$ cat config.mk
export PLATFORM = sky130hd
export DESIGN_NAME = orlt_ctrl
export DESIGN_NICKNAME = d
export VERILOG_FILES = /design/src/rtl/orlt_pkg.sv /design/src/rtl/orlt_ctrl.sv
export SDC_FILE = /design/constraint.sdc
export NUM_CORES = 1
export LEC_CHECK = 0
export BUFFER_PORTS_ARGS = -buffer_cell sky130_fd_sc_hd__clkbuf_2
export CELL_PAD_IN_SITES_DETAIL_PLACEMENT = 0
export CELL_PAD_IN_SITES_GLOBAL_PLACEMENT = 1
export CORE_AREA = 3 3 40 42
export CTS_CLUSTER_DIAMETER = 40
export DETAILED_ROUTE_END_ITERATION = 16
export DIE_AREA = 0 0 43 45
export HOLD_SLACK_MARGIN = 0.06
export PLACE_DENSITY_LB_ADDON = 0.3
export SLEW_MARGIN = 10
export SYNTH_ARGS = -nofsm -noshare
export SYNTH_HDL_FRONTEND = slang
export SYNTH_SLANG_ARGS = --single-unit
$ cat constraint.sdc
create_clock -name clk -period 1.13 [get_ports clk]
set_clock_uncertainty 0.1 [all_clocks]
set_input_delay 0.0565 -clock clk [delete_from_list [all_inputs] [get_ports clk]]
set_output_delay 0.0565 -clock clk [all_outputs]
set_load 0.02 [all_outputs]
$ cat src/rtl/orlt_pkg.sv
package orlt_pkg;

    localparam int ENTRIES = 16;
    localparam int IDX_W   = (ENTRIES > 1) ? $clog2(ENTRIES) : 1;
    localparam int CNT_W   = $clog2(ENTRIES + 1);
    localparam int ADDR_W  = 32;
    localparam int POS_W   = 4;
    localparam int OP_W    = 2;
    localparam int ST_W    = 2;
    localparam int WIDE_W  = (CNT_W > POS_W) ? CNT_W : POS_W;

    localparam int IN_DATA_W  = 136;
    localparam int OUT_DATA_W = 40;

    localparam logic [OP_W-1:0] OP_INSERT = 2'd0;
    localparam logic [OP_W-1:0] OP_REMOVE = 2'd1;
    localparam logic [OP_W-1:0] OP_LOOKUP = 2'd2;

    localparam logic [ST_W-1:0] ST_OK        = 2'd0;
    localparam logic [ST_W-1:0] ST_FULL      = 2'd1;
    localparam logic [ST_W-1:0] ST_PROTECTED = 2'd2;
    localparam logic [ST_W-1:0] ST_MISS      = 2'd3;

    localparam logic [ADDR_W-1:0] MISS_HOP = {ADDR_W{1'b1}};

    typedef struct packed {
        logic capture;
        logic commit;
    } dp_cmd_t;

endpackage

$ cat src/rtl/orlt_ctrl.sv
module orlt_ctrl
(
    input  logic              clk,
    input  logic              rst_n,
    input  logic              s_tvalid,
    output logic              s_tready,
    output logic              m_tvalid,
    input  logic              m_tready,
    output orlt_pkg::dp_cmd_t cmd
);

    typedef enum logic [1:0] {
        S_IDLE  = 2'b01,
        S_APPLY = 2'b10
    } state_t;

    state_t state_reg;
    state_t state_next;
    logic   out_valid_reg;
    logic   out_valid_next;

    always_comb
    begin
        s_tready    = (state_reg == S_IDLE);
        cmd.capture = s_tvalid && s_tready;
        cmd.commit  = (state_reg == S_APPLY) && (!out_valid_reg || m_tready);

        state_next = state_reg;
        case (state_reg)
            S_IDLE:
            begin
                if (cmd.capture)
                begin
                    state_next = S_APPLY;
                end
            end
            S_APPLY:
            begin
                if (cmd.commit)
                begin
                    state_next = S_IDLE;
                end
            end
            default:
            begin
                state_next = S_IDLE;
            end
        endcase

        out_valid_next = out_valid_reg;
        if (cmd.commit)
        begin
            out_valid_next = 1'b1;
        end
        else if (m_tready)
        begin
            out_valid_next = 1'b0;
        end
    end

    always_ff @(posedge clk or negedge rst_n)
    begin
        if (!rst_n)
        begin
            state_reg     <= S_IDLE;
            out_valid_reg <= 1'b0;
        end
        else
        begin
            state_reg     <= state_next;
            out_valid_reg <= out_valid_next;
        end
    end

    assign m_tvalid = out_valid_reg;

    a_capture_blocks: assert property (@(posedge clk) disable iff (!rst_n)
        cmd.capture |=> !s_tready && (state_reg == S_APPLY))
        else $error("input taken while an item is in work");

    a_commit_shows: assert property (@(posedge clk) disable iff (!rst_n)
        cmd.commit |=> m_tvalid && s_tready)
        else $error("committed item not presented");

    a_valid_source: assert property (@(posedge clk) disable iff (!rst_n)
        $rose(m_tvalid) |-> $past(cmd.commit))
        else $error("result without commit");

endmodule

==> summary.txt <==
Status
  • Outcome: finished, violations left
  • Violated checks: setup timing

Cells and area
  • Layout cell share with drive strength beyond 1: 0.5556
  • Final net count: 32
  • Fillers: 160
  • Most common cell after layout, fill and taps aside: clkbuf_2
  • Finished Cell Area: 285.3 sq um
  • Commonest non-fill, non-tap cells in the layout: clkbuf_2, clkbuf_4, dlygate4sd3_1, buf_4
  • N_diodes: 0
  • Finished Layout Cells: 42
  • Max reg flops: 2
  • Area Overhead vs Synth: 107.3%
  • Post-Route Utilization: 0.2220

Global routing
  • First-pass GRT wire length: 558 um
  • Pin count of the biggest net entering global routing: 5
  • Vias in the first global route: 168
  • GRT Resource Usage Total: 0.04758
  • GRT Residual Overflow: 0
  • Antenna violations before repair: 0

Clock network
  • CTS sink count: 3
  • Clk slew on worst S/H paths: 0.04 ns
  • CTS tree: yes
  • CTS buffer count: 3
  • Worst-Skew Late Latency: 0.23 ns
  • H-tree depth: 1
  • CTS Buffer Depth: 2
  • Clock root buffer: clkbuf_4

Timing
  • Final hold violation count: 0
  • Crit path time final: 1.244 ns
  • # setup viols final: 3
  • Final worst-path cycle share: 1.101
  • Max Slew Vio Count: 0
  • Worst-margin pin slew: 0.1638 ns
  • RSZ-0062 raised after global routing: yes
  • Max-slew headroom: 0.8908
  • PnR worst setup slack: -0.1142 ns
  • Fmax achieved: 0.8038 GHz

Route
  • Detailed Route Iter0 Violations: 1
  • Vias per cell: 3.381
  • Antenna-violating nets left: 0
  • Via count: 142
  • Residual DRC: 0
  • WL per Instance: 8.190 um
  • TritonRoute pass-1 iters: 2
  • Drt total wl: 344 um

Floorplanning
  • Core Rows: 13
  • Die span in x: 43 um
  • Io pins: 8
  • Initial core utilization: 0.1071
  • CORE AREA: 1285 sq um
  • Die height: 45 um
  • Die area: 1935 sq um

Hold path
  • Start point of the worst min-delay path: m_tready
  • Hold Path Depth: 3
  • End point of the worst hold path: m_tvalid$_DFFE_PN0P_
  • Worst hold path type: in2reg

Critical path
  • CP max-delay cell: dfstp_2
  • Crit path buf inv count: 1
  • Crit end category: primary output
  • Worst path max stage delay: 0.53 ns
  • Levels on crit path: 2
  • Kind of critical path: reg2out
  • Worst R2R Setup Slack: 0.03 ns
  • Crit path max-delay family: flip-flops
  • RR Startpoint: state_reg[1]$_DFFE_PN0P_
  • Critical-path maximum fanout: 3
  • CP Cell Sequence: and3b_1 > clkbuf_8
  • Worst R2R End: state_reg[1]$_DFFE_PN0P_
  • CP arrival: 1.09 ns
  • R2r worst-path depth: 3
  • CP Data Required Time: 0.97 ns
  • CP Launch Type: flip-flop

Synthesis
  • Syn Inst Count: 12
  • Netlist cell types: 9
  • Syn_area_per_cell: 11.47 sq um
  • Yosys reg bits: 3
  • Synth warn: 0
  • Area of the mapped netlist: 137.6 sq um
  • Syn Nets: 16
  • Seq/Total Area, Yosys: 0.5545

Place
  • DP Wirelength: 252.6 um
  • Dpl cells: 33
  • Placed inst area: 186.4 sq um
  • Setup slack at placement: 0.06521 ns
  • Port Buffers: 7
  • Gpl congestion: 0.5875

Job
  • Max Cap Viol: 0

Pwr
  • Maximum vdd drop: 0.2508 mV
  • Power Density: 1533 nW/um^2
  • P_leak: 0.0001433 uW
  • Tot Pwr: 437.3 uW
==> what timing repair did <==
item	in CTS	in global routing
hold buffers	3	0
setup buffers	2	0
cloned	0	0
resized for setup	6	1
endpoints found under the setup margin	3	5
endpoints found under the hold margin	5	0
==> per-layer routing <==
metal	track usage	wire length (um)
met3	0.02789	26
met2	0.08084	219
met4	0.09036	9
met1	0.01942	89
met5	0	0
==> how the worst max path moves through the flow <==
stage	endpoint	start
finish	cmd[1]	state_reg[0]$_DFFE_PN1P_
global placement	cmd[0]	state_reg[0]$_DFFE_PN1P_
floorplan	state_reg[1]$_DFFE_PN0P_	state_reg[0]$_DFFE_PN1P_
global route	cmd[1]	state_reg[0]$_DFFE_PN1P_
detailed placement	cmd[0]	state_reg[0]$_DFFE_PN1P_
CTS	cmd[1]	state_reg[0]$_DFFE_PN1P_
==> cell families (layout without fill, tap and decap cells) <==
logic type	count (synthesis)	in the layout	synth area share
simple gates	6	6	0.2727
buf+inv	1	16	0.05457
compound gates	2	2	0.1182
flops	3	3	0.5546
==> cells in the mapped netlist <==
master | count | share of area
and3b_1 | 1 | 0.064
buf_4 | 1 | 0.055
o21bai_1 | 1 | 0.055
a2bb2oi_1 | 1 | 0.064
nand2_1 | 1 | 0.027
nor2b_1 | 2 | 0.091
dfrtp_1 | 2 | 0.36
dfstp_2 | 1 | 0.19
nand2b_1 | 2 | 0.091
==> where the power goes <==
group	internal [uW]	switching, uW	leakage (uW)	total [uW]
Clock	132	53.6	0.0000150	186
Combinational	67.3	48.8	0.0000916	116
Sequential	124	10.9	0.0000367	135
==> per-stage QoR <==
step / setup TNS, ns / hold WS [ns]
3_5_place_dp: 0 / -0.2457
2_1_floorplan: 0 / -0.3391
3_3_place_gp: 0 / -0.2454
4_1_cts: -0.3434 / 0.05919
5_1_grt: -0.4609 / 0.07586
6_report: -0.3027 / 0.05199
==> final cells by class <==
type | count | area [sq um] | area share
Timing Repair Buffer | 12 | 100.1 | 0.3509
Sequential cell | 3 | 76.32 | 0.2675
Multi-Input combinational cell | 8 | 63.81 | 0.2237
Clock buffer | 4 | 26.28 | 0.09211
Tap cell | 15 | 18.77 | 0.06579
==> worst reg2reg max path, stage by stage (launching register included) <==
cell	delay, ns
dfrtp_1	0.41
and3b_1	0.22
buf_4	0.13
o21bai_1	0.14
(Power assumes the default switching activity.)
